File: config.mk
export PLATFORM = sky130hd
export DESIGN_NAME = raid_request_splitter_unit
export DESIGN_NICKNAME = d
export VERILOG_FILES = /design/src/sv/rrs_pkg.sv /design/src/sv/rrs_queue.sv /design/src/sv/rrs_front.sv /design/src/sv/rrs_back.sv /design/src/sv/raid_request_splitter_unit.sv
export SDC_FILE = /design/constraint.sdc
export NUM_CORES = 2
export LEC_CHECK = 0
export BUFFER_PORTS_ARGS = -buffer_cell sky130_fd_sc_hd__buf_2
export CORE_MARGIN = 10
export CORE_UTILIZATION = 25
export DETAILED_ROUTE_END_ITERATION = 6
export PLACE_DENSITY_LB_ADDON = 0.05
export SLEW_MARGIN = 20
export SYNTH_ARGS = -nofsm -noshare
export SYNTH_HDL_FRONTEND = slang
export SYNTH_SLANG_ARGS = --single-unit
File: constraint.sdc
create_clock -name clk_i -period 13 [get_ports clk_i]
set_input_delay 0.65 -clock clk_i [delete_from_list [all_inputs] [get_ports clk_i]]
set_output_delay 0.65 -clock clk_i [all_outputs]
set_load 0.02 [all_outputs]
File: src/sv/rrs_pkg.sv
// ----------------------------------------------------------------------------
// rrs_pkg
// Types and constants shared by the request splitter modules.
// ----------------------------------------------------------------------------
package rrs_pkg;

  localparam int unsigned CHUNK_MIN        = 8;
  localparam int unsigned CHUNK_MAX        = 4096;
  localparam int unsigned DISK_FIELD_LIMIT = 16;
  localparam int unsigned QUEUE_DEPTH      = 2;

  localparam logic        LEVEL_RESET = 1'b0;
  localparam logic [4:0]  DISKS_RESET = 5'd2;
  localparam logic [12:0] CHUNK_RESET = 13'd16;

  localparam logic LEVEL_STRIPE = 1'b0;
  localparam logic LEVEL_MIRROR = 1'b1;

  typedef enum logic [1:0] {
    REG_RAID_LEVEL    = 2'd0,
    REG_DISK_COUNT    = 2'd1,
    REG_CHUNK_SECTORS = 2'd2
  } reg_idx_e;

  typedef enum logic [2:0] {
    FR_IDLE,
    FR_DIV_CHUNK,
    FR_DIV_DISK,
    FR_MUL,
    FR_PUSH
  } front_state_e;

  typedef struct packed {
    logic        level;
    logic [4:0]  disks;
    logic [12:0] chunk;
  } cfg_t;

  // One classified request, ready for the piece generator.
  typedef struct packed {
    logic        level;
    logic        wr;
    logic [8:0]  len;
    logic [31:0] sec;
    logic [12:0] off;
    logic [3:0]  disk;
    logic [31:0] base;
    logic [12:0] chunk;
    logic [4:0]  disks;
  } desc_t;

endpackage

File: src/sv/rrs_queue.sv
// ----------------------------------------------------------------------------
// rrs_queue
// Short descriptor queue between the front and back ends.
// ----------------------------------------------------------------------------
module rrs_queue (
  input  logic           clk_i,
  input  logic           rst_ni,
  input  rrs_pkg::desc_t wr_data_i,
  input  logic           wr_valid_i,
  output logic           wr_ready_o,
  output rrs_pkg::desc_t rd_data_o,
  output logic           rd_valid_o,
  input  logic           rd_ready_i
);
  import rrs_pkg::*;

  localparam int unsigned PtrW = $clog2(QUEUE_DEPTH);
  localparam int unsigned CntW = $clog2(QUEUE_DEPTH + 1);

  desc_t           mem_q [QUEUE_DEPTH];
  logic [PtrW-1:0] wptr_q, wptr_d, rptr_q, rptr_d;
  logic [CntW-1:0] cnt_q, cnt_d;
  logic            do_wr, do_rd;

  assign wr_ready_o = (cnt_q != CntW'(QUEUE_DEPTH));
  assign rd_valid_o = (cnt_q != '0);
  assign do_wr      = wr_valid_i && wr_ready_o;
  assign do_rd      = rd_valid_o && rd_ready_i;
  assign rd_data_o  = mem_q[rptr_q];

  always_comb begin
    wptr_d = wptr_q;
    rptr_d = rptr_q;
    cnt_d  = cnt_q;
    if (do_wr) begin
      wptr_d = (wptr_q == PtrW'(QUEUE_DEPTH - 1)) ? '0 : wptr_q + 1'b1;
    end
    if (do_rd) begin
      rptr_d = (rptr_q == PtrW'(QUEUE_DEPTH - 1)) ? '0 : rptr_q + 1'b1;
    end
    if (do_wr && !do_rd) begin
      cnt_d = cnt_q + 1'b1;
    end else if (do_rd && !do_wr) begin
      cnt_d = cnt_q - 1'b1;
    end
  end

  always_ff @(posedge clk_i or negedge rst_ni) begin
    if (!rst_ni) begin
      wptr_q <= '0;
      rptr_q <= '0;
      cnt_q  <= '0;
    end else begin
      wptr_q <= wptr_d;
      rptr_q <= rptr_d;
      cnt_q  <= cnt_d;
    end
  end

  always_ff @(posedge clk_i) begin
    if (do_wr) begin
      mem_q[wptr_q] <= wr_data_i;
    end
  end

endmodule

File: src/sv/rrs_front.sv
// ----------------------------------------------------------------------------
// rrs_front
// Accepts requests, clamps config, runs the chunk and disk divisions.
// ----------------------------------------------------------------------------
module rrs_front #(
  parameter int unsigned MAX_DISKS       = 16,
  parameter int unsigned MAX_REQ_SECTORS = 256
) (
  input  logic           clk_i,
  input  logic           rst_ni,
  input  rrs_pkg::cfg_t  cfg_i,
  input  logic [31:0]    start_sector_i,
  input  logic [8:0]     length_sectors_i,
  input  logic           is_write_i,
  input  logic           push_i,
  output logic           full_o,
  output rrs_pkg::desc_t desc_o,
  output logic           desc_valid_o,
  input  logic           desc_ready_i
);
  import rrs_pkg::*;

  localparam int unsigned DiskCap  = (MAX_DISKS > DISK_FIELD_LIMIT) ? DISK_FIELD_LIMIT :
                                     ((MAX_DISKS < 1) ? 1 : MAX_DISKS);
  localparam int unsigned DivSteps = 16;  // two quotient bits a cycle over 32 bits

  front_state_e state_q, state_d;
  logic [31:0]  sec_q, dvd_q, base_q;
  logic [8:0]   len_q;
  logic         wr_q, lvl_q;
  logic [4:0]   n_q;
  logic [12:0]  c_q, rem_q, off_q;
  logic [3:0]   disk_q, cnt_q;

  logic [4:0]   n_eff;
  logic [12:0]  c_eff;
  logic [8:0]   len_eff;
  logic         accept;

  logic [12:0]  divisor;
  logic [12:0]  rem_nx;
  logic [31:0]  dvd_nx;
  logic [13:0]  trial;

  // clamp config and length
  always_comb begin
    if (cfg_i.disks == 5'd0) begin
      n_eff = 5'd1;
    end else if (cfg_i.disks > 5'(DiskCap)) begin
      n_eff = 5'(DiskCap);
    end else begin
      n_eff = cfg_i.disks;
    end
    if (cfg_i.chunk < 13'(CHUNK_MIN)) begin
      c_eff = 13'(CHUNK_MIN);
    end else if (cfg_i.chunk > 13'(CHUNK_MAX)) begin
      c_eff = 13'(CHUNK_MAX);
    end else begin
      c_eff = cfg_i.chunk;
    end
    len_eff = (length_sectors_i > 9'(MAX_REQ_SECTORS)) ? 9'(MAX_REQ_SECTORS)
                                                       : length_sectors_i;
  end

  assign full_o = (state_q != FR_IDLE);
  assign accept = push_i && !full_o;

  // restoring divider, two steps per cycle
  always_comb begin
    divisor = (state_q == FR_DIV_DISK) ? {8'd0, n_q} : c_q;
    rem_nx  = rem_q;
    dvd_nx  = dvd_q;
    trial   = '0;
    for (int i = 0; i < 2; i++) begin
      trial  = {rem_nx, dvd_nx[31]};
      dvd_nx = {dvd_nx[30:0], 1'b0};
      if (trial >= {1'b0, divisor}) begin
        rem_nx    = 13'(trial - {1'b0, divisor});
        dvd_nx[0] = 1'b1;
      end else begin
        rem_nx = trial[12:0];
      end
    end
  end

  // next state
  always_comb begin
    state_d = state_q;
    case (state_q)
      FR_IDLE: begin
        if (accept && len_eff != 9'd0) begin
          state_d = (cfg_i.level == LEVEL_MIRROR) ? FR_PUSH : FR_DIV_CHUNK;
        end
      end
      FR_DIV_CHUNK: if (cnt_q == 4'(DivSteps - 1)) state_d = FR_DIV_DISK;
      FR_DIV_DISK:  if (cnt_q == 4'(DivSteps - 1)) state_d = FR_MUL;
      FR_MUL:       state_d = FR_PUSH;
      FR_PUSH:      if (desc_ready_i) state_d = FR_IDLE;
      default:      state_d = FR_IDLE;
    endcase
  end

  // outputs
  always_comb begin
    desc_valid_o = (state_q == FR_PUSH);
    desc_o.level = lvl_q;
    desc_o.wr    = wr_q;
    desc_o.len   = len_q;
    desc_o.sec   = sec_q;
    desc_o.off   = off_q;
    desc_o.disk  = disk_q;
    desc_o.base  = base_q;
    desc_o.chunk = c_q;
    desc_o.disks = n_q;
  end

  always_ff @(posedge clk_i or negedge rst_ni) begin
    if (!rst_ni) begin
      state_q <= FR_IDLE;
      cnt_q   <= '0;
    end else begin
      state_q <= state_d;
      if (state_q == FR_DIV_CHUNK || state_q == FR_DIV_DISK) begin
        cnt_q <= cnt_q + 1'b1;
      end else begin
        cnt_q <= '0;
      end
    end
  end

  always_ff @(posedge clk_i) begin
    case (state_q)
      FR_IDLE: begin
        if (accept) begin
          sec_q <= start_sector_i;
          len_q <= len_eff;
          wr_q  <= is_write_i;
          lvl_q <= cfg_i.level;
          n_q   <= n_eff;
          c_q   <= c_eff;
          dvd_q <= start_sector_i;
          rem_q <= '0;
          // mirror: every piece keeps the logical sector
          base_q <= start_sector_i;
          off_q  <= '0;
          disk_q <= (is_write_i && n_eff > 5'd1) ? 4'd1 : 4'd0;
        end
      end
      FR_DIV_CHUNK: begin
        dvd_q <= dvd_nx;
        rem_q <= rem_nx;
        if (cnt_q == 4'(DivSteps - 1)) begin
          off_q <= rem_nx;
          rem_q <= '0;
        end
      end
      FR_DIV_DISK: begin
        dvd_q <= dvd_nx;
        rem_q <= rem_nx;
        if (cnt_q == 4'(DivSteps - 1)) begin
          disk_q <= rem_nx[3:0];
        end
      end
      FR_MUL: begin
        base_q <= 32'(dvd_q * c_q);
      end
      default: ;
    endcase
  end

endmodule

File: src/sv/rrs_back.sv
// ----------------------------------------------------------------------------
// rrs_back
// Walks one descriptor and emits its member-disk pieces, one per pop.
// ----------------------------------------------------------------------------
module rrs_back (
  input  logic           clk_i,
  input  logic           rst_ni,
  input  rrs_pkg::desc_t desc_i,
  input  logic           desc_valid_i,
  output logic           desc_ready_o,
  output logic [3:0]     disk_index_o,
  output logic [31:0]    member_sector_o,
  output logic [8:0]     piece_sectors_o,
  output logic           piece_write_o,
  output logic           last_piece_o,
  output logic           empty,
  input  logic           pop
);
  import rrs_pkg::*;

  logic        active_q;
  logic        lvl_q, wr_q;
  logic [8:0]  left_q;
  logic [31:0] sec_q, base_q;
  logic [12:0] off_q, c_q;
  logic [3:0]  disk_q, disk_inc;
  logic [4:0]  n_q;

  logic [12:0] to_bound;
  logic [8:0]  piece_a, piece;
  logic [32:0] sum;
  logic        wrap_hit, disk_wrap, take;

  always_comb begin
    to_bound = c_q - off_q;
    piece_a  = ({4'd0, left_q} < to_bound) ? left_q : to_bound[8:0];
    sum      = {1'b0, sec_q} + {24'd0, piece_a};
    wrap_hit = sum[32];
    // cut where the address wraps to zero
    piece    = (wrap_hit && sum[31:0] != 32'd0) ? 9'(33'h1_0000_0000 - {1'b0, sec_q})
                                                : piece_a;
    disk_wrap = ({1'b0, disk_q} + 5'd1 == n_q);
    disk_inc  = disk_wrap ? 4'd0 : disk_q + 4'd1;
  end

  assign empty           = !active_q;
  assign desc_ready_o    = !active_q;
  assign take            = pop && active_q;
  assign disk_index_o    = disk_q;
  assign member_sector_o = base_q + {19'd0, off_q};
  assign piece_sectors_o = (lvl_q == LEVEL_MIRROR) ? left_q : piece;
  assign piece_write_o   = wr_q;
  assign last_piece_o    = (lvl_q == LEVEL_MIRROR) ? (disk_q == 4'd0) : (piece == left_q);

  always_ff @(posedge clk_i or negedge rst_ni) begin
    if (!rst_ni) begin
      active_q <= 1'b0;
    end else if (!active_q) begin
      active_q <= desc_valid_i;
    end else if (take && last_piece_o) begin
      active_q <= 1'b0;
    end
  end

  always_ff @(posedge clk_i) begin
    if (!active_q) begin
      lvl_q  <= desc_i.level;
      wr_q   <= desc_i.wr;
      left_q <= desc_i.len;
      sec_q  <= desc_i.sec;
      off_q  <= desc_i.off;
      disk_q <= desc_i.disk;
      base_q <= desc_i.base;
      c_q    <= desc_i.chunk;
      n_q    <= desc_i.disks;
    end else if (take && !last_piece_o) begin
      if (lvl_q == LEVEL_MIRROR) begin
        disk_q <= disk_inc;
      end else begin
        left_q <= left_q - piece;
        off_q  <= '0;
        if (wrap_hit) begin
          sec_q  <= '0;
          disk_q <= '0;
          base_q <= '0;
        end else begin
          sec_q  <= sum[31:0];
          disk_q <= disk_inc;
          if (disk_wrap) begin
            base_q <= base_q + {19'd0, c_q};
          end
        end
      end
    end
  end

endmodule

File: src/sv/raid_request_splitter_unit.sv
// ----------------------------------------------------------------------------
// raid_request_splitter_unit
// Maps block requests onto member-disk pieces for striping or mirroring.
// ----------------------------------------------------------------------------
// Striping: a request is taken, then sector / chunk and chunk number / disks run on
//   the shared two-bit-a-cycle divider, then a multiply step and a queue hop lead to
//   the first piece; one piece per cycle while pop is held.
// Mirroring: the divider and multiply are skipped; one piece per cycle while pop is held.
// A new request is taken once the front end has pushed its descriptor, later if the queue is full.
// Reset (async, active low) empties the pipeline and loads register defaults.
module raid_request_splitter_unit #(
  parameter int unsigned MAX_DISKS       = 16,
  parameter int unsigned MAX_REQ_SECTORS = 256
) (
  input  logic        clk_i,
  input  logic        rst_ni,
  // request side
  input  logic [31:0] start_sector_i,
  input  logic [8:0]  length_sectors_i,
  input  logic        is_write_i,
  input  logic        push,
  output logic        full,
  // piece side
  output logic [3:0]  disk_index_o,
  output logic [31:0] member_sector_o,
  output logic [8:0]  piece_sectors_o,
  output logic        piece_write_o,
  output logic        last_piece_o,
  output logic        empty,
  input  logic        pop,
  // register port
  input  logic        psel,
  input  logic        penable,
  input  logic        pwrite,
  input  logic [3:0]  paddr,
  input  logic [31:0] pwdata,
  output logic [31:0] prdata,
  output logic        pready
);
  import rrs_pkg::*;

  cfg_t     cfg_q;
  reg_idx_e reg_sel;
  logic     cfg_wr;

  desc_t    fe_desc, be_desc;
  logic     fe_valid, fe_ready, be_valid, be_ready;

  // Registers: write completes in the access phase, no wait states.
  assign pready  = 1'b1;
  assign cfg_wr  = psel && penable && pwrite && pready;
  assign reg_sel = reg_idx_e'(paddr[3:2]);

  always_ff @(posedge clk_i or negedge rst_ni) begin
    if (!rst_ni) begin
      cfg_q.level <= LEVEL_RESET;
      cfg_q.disks <= DISKS_RESET;
      cfg_q.chunk <= CHUNK_RESET;
    end else if (cfg_wr) begin
      case (reg_sel)
        REG_RAID_LEVEL:    cfg_q.level <= pwdata[0];
        REG_DISK_COUNT:    cfg_q.disks <= pwdata[4:0];
        REG_CHUNK_SECTORS: cfg_q.chunk <= pwdata[12:0];
        default: ;  // unmapped address, write dropped
      endcase
    end
  end

  always_comb begin
    case (reg_sel)
      REG_RAID_LEVEL:    prdata = {31'd0, cfg_q.level};
      REG_DISK_COUNT:    prdata = {27'd0, cfg_q.disks};
      REG_CHUNK_SECTORS: prdata = {19'd0, cfg_q.chunk};
      default:           prdata = '0;
    endcase
  end

  // Front end: clamps, divides, builds one descriptor per request.
  // Zero-length requests are taken and dropped here.
  rrs_front #(
    .MAX_DISKS       (MAX_DISKS),
    .MAX_REQ_SECTORS (MAX_REQ_SECTORS)
  ) u_front (
    .clk_i            (clk_i),
    .rst_ni           (rst_ni),
    .cfg_i            (cfg_q),
    .start_sector_i   (start_sector_i),
    .length_sectors_i (length_sectors_i),
    .is_write_i       (is_write_i),
    .push_i           (push),
    .full_o           (full),
    .desc_o           (fe_desc),
    .desc_valid_o     (fe_valid),
    .desc_ready_i     (fe_ready)
  );

  // Decoupling queue, lets the divider start on the next request while
  // the back end is still emitting pieces.
  rrs_queue u_queue (
    .clk_i      (clk_i),
    .rst_ni     (rst_ni),
    .wr_data_i  (fe_desc),
    .wr_valid_i (fe_valid),
    .wr_ready_o (fe_ready),
    .rd_data_o  (be_desc),
    .rd_valid_o (be_valid),
    .rd_ready_i (be_ready)
  );

  // Back end: piece walk, the held piece doubles as the output register.
  rrs_back u_back (
    .clk_i           (clk_i),
    .rst_ni          (rst_ni),
    .desc_i          (be_desc),
    .desc_valid_i    (be_valid),
    .desc_ready_o    (be_ready),
    .disk_index_o    (disk_index_o),
    .member_sector_o (member_sector_o),
    .piece_sectors_o (piece_sectors_o),
    .piece_write_o   (piece_write_o),
    .last_piece_o    (last_piece_o),
    .empty           (empty),
    .pop             (pop)
  );

endmodule

==> out/results.ini <==
[die]
die_w_um=391.9
die_h_um=391.9
num_rows=136
core_area_um2=137500
ios=167
start_util=0.2514
fp.dieArea_um2=153600

[yosys]
yosys-top-cells-count=edfxtp_1 (485), nand2_1 (460), inv_1 (310)
yosys_most_used_dff=edfxtp_1
synth_edf_count=485
synth_seq_cells=516
yosysWarnings=0
async_flop_share=0.06008
synth_top_area_frac=0.4213
yosysUniqueCellTypes=80
synth.avg_cell_area_um2=11.20
yosysTopAreaCell=edfxtp_1
synthCells=3086
yosysSeqAreaShare=0.4438
synth_area_leaders=edfxtp_1 (42%), fa_1 (15%), ha_1 (5.2%)
synth.cell_area_um2=34570
yosysMostFrequentCell=edfxtp_1

[clock_tree]
clk_latency_ps=660
cts_root_buf=clkbuf_16
path_clk_slew_ps=50
cts_buffer_depth=3
cts_hold_buf=0
clkSinkCount=516
cts_resized=0
cts_setup_buffers=0
ctsHtreeMaxLevel=3
cts_tree=yes
cts_buffers=68

[worst_setup_path]
end_kind=output port
path_max_fanout=15
path_class=flop to output port
worstPathArrival_ps=9880
cp_slowest_cell=or4_4
worstRegToRegCells=36
cp.required_ps=12350
rrSetupSlack_ps=2650
cp-start-kind=flop
rr_endpoint=u_back.base_q[19]
max_stage_delay_ps=610
reg2reg_from=u_back.c_q[0]
path_common_cell=ha_1

[grt]
grt_max_degree=66
antenna_found_initial=19
grt_overflow=0
grtUsageTotal=0.1425
grt_pass1_vias=24510
grt_pass1_wl_um=163500

[sta]
finClkSkew_ps=45.86
hold_violations=0
min_period_ps=10530
maxSlewViolCount=0
fmax_mhz=94.97
finalCritPeriodShare=0.8100
setup-violations-final=0
worst_pin_slew_ps=970.3
rsz0062_at_grt=false
holdWs_ps=108.5
tns_ps=0
slew_headroom=0.3527

[detailed_routing]
drt_iter0_drc=1299
routedWlPerCell_um=21.65
firstDrtPassIters=5
num_vias=22730
ant_nets=0
drc=0
routed_wl_um=109100
drt-vias-per-instance=4.512

[layout]
finalNetCount=3675
fillCellCount=14290
area_growth_pct=14.16
seq_area_um2=15350
drive_above_1_share=0.1115
multi_input_area_um2=17540

[worst_hold_path]
hp-class=input port to asynchronous set/reset pin

[placement]
port_buffers=125
routabilityCongestion=0.8117
dp_hpwl_um=80460

[flow_run]
maxCapViolCount=0

[outcome]
status=finished clean

[layout make-up]
class                      count  share of cell area
inverter                     310             0.02952
timing repair buffer         163             0.02308
multi-input combinational   2123              0.4445
tap                         1794             0.05688
clock inverter                42             0.01132
antenna                        6           0.0003804
clock buffer                  84             0.04540
sequential                   516              0.3889
[state kept, by name, summed over array words and instances, names as in the netlist, 2 cells and up]
| name | cells |
|---|---|
| u_back.off_q | 13 |
| u_front.sec_q | 32 |
| u_front.disk_q | 4 |
| u_queue.mem_q | 220 |
| u_back.sec_q | 32 |
| u_front.len_q | 9 |
| u_back.c_q | 13 |
| u_front.dvd_q | 32 |
| u_front.state_q | 3 |
| u_back.disk_index_o | 4 |
| u_front.rem_q | 13 |
| u_back.base_q | 32 |
| u_front.off_q | 13 |
| u_front.c_q | 13 |
| cfg_q | 19 |
| u_back.left_q | 9 |
| u_back.n_q | 5 |
| u_front.base_q | 32 |
| u_front.n_q | 5 |
| u_queue.cnt_q | 2 |
| u_front.cnt_q | 4 |
[cells in the final DEF (no fill, tap or decap), types with 30 or more instances in the layout]
cell type / instances
fa_1: 264
o22ai_1: 38
xnor2_1: 125
mux2_2: 61
buf_4: 38
buf_2: 125
mux2i_1: 106
nand2_1: 459
nand3_1: 51
ha_1: 144
edfxtp_1: 485
clkbuf_16: 68
xor2_1: 65
inv_1: 308
and2_1: 136
nor2b_1: 34
a21oi_1: 95
nor2_1: 119
o21ai_0: 126
nor3_1: 30
[critical path: cells and delay by family (launching register included)]
kind | cells | cell delay (ps)
AND/OR/NAND/NOR | 11 | 3280
XOR/XNOR | 2 | 340
multiplexers | 1 | 490
adder cells (fa/ha/maj) | 6 | 1870
flip-flops | 1 | 390
buffers and inverters | 5 | 650
AO/OA/AOI/OAI | 9 | 2190
[routing by layer]
layer	vias up	GRT usage	share of wire
li1	10650	-	-
met1	11520	0.2018	0.49
met2	438	0.2259	0.45
met3	120	0.02260	0.040
met4	0	0.03529	0.022
met5	-	0	0
[metrics by stage]
step             util  setup slack, ps  std cells  instance area (um2)
5_1_grt        0.2869             1429       5033                39450
3_5_place_dp   0.2706             2503       4906                37200
2_1_floorplan       -             1186       3104                34640
4_1_cts        0.2868             2259       5032                39440
3_3_place_gp   0.2705             2501       4906                37200
6_report       0.2870             2470       5038                39470
[worst max-delay path by stage]
stage                        startpoint           endpoint  slack [ps]  depth (start not counted)
final                     u_back.c_q[0]       last_piece_o        2470                         34
after global routing      u_back.c_q[0]       last_piece_o        1430                         33
after CTS                 u_back.c_q[0]       last_piece_o        2260                         34
after detailed placement  u_back.c_q[0]  u_back.base_q[19]        2500                         36
after global placement    u_back.c_q[0]  u_back.base_q[18]        2500                         36
after floorplan           u_back.c_q[0]   u_back.base_q[0]        1190                         34
[logic make-up (layout without fill, tap and decap cells)]
group           Yosys count  count (layout)  share of synthesized area
simple gates            924             924                     0.1238
compound gates          409             409                    0.07405
fa+ha+maj               412             412                     0.2063
mux                     168             168                    0.05089
buf+inv                 465             599                    0.05280
flops                   516             516                     0.4438
xor+xnor                190             190                    0.04814
other cells               2              26                  0.0002172
Power is not shown: default switching activity piles up to over one toggle a cycle in this logic, so the estimate is an artifact.
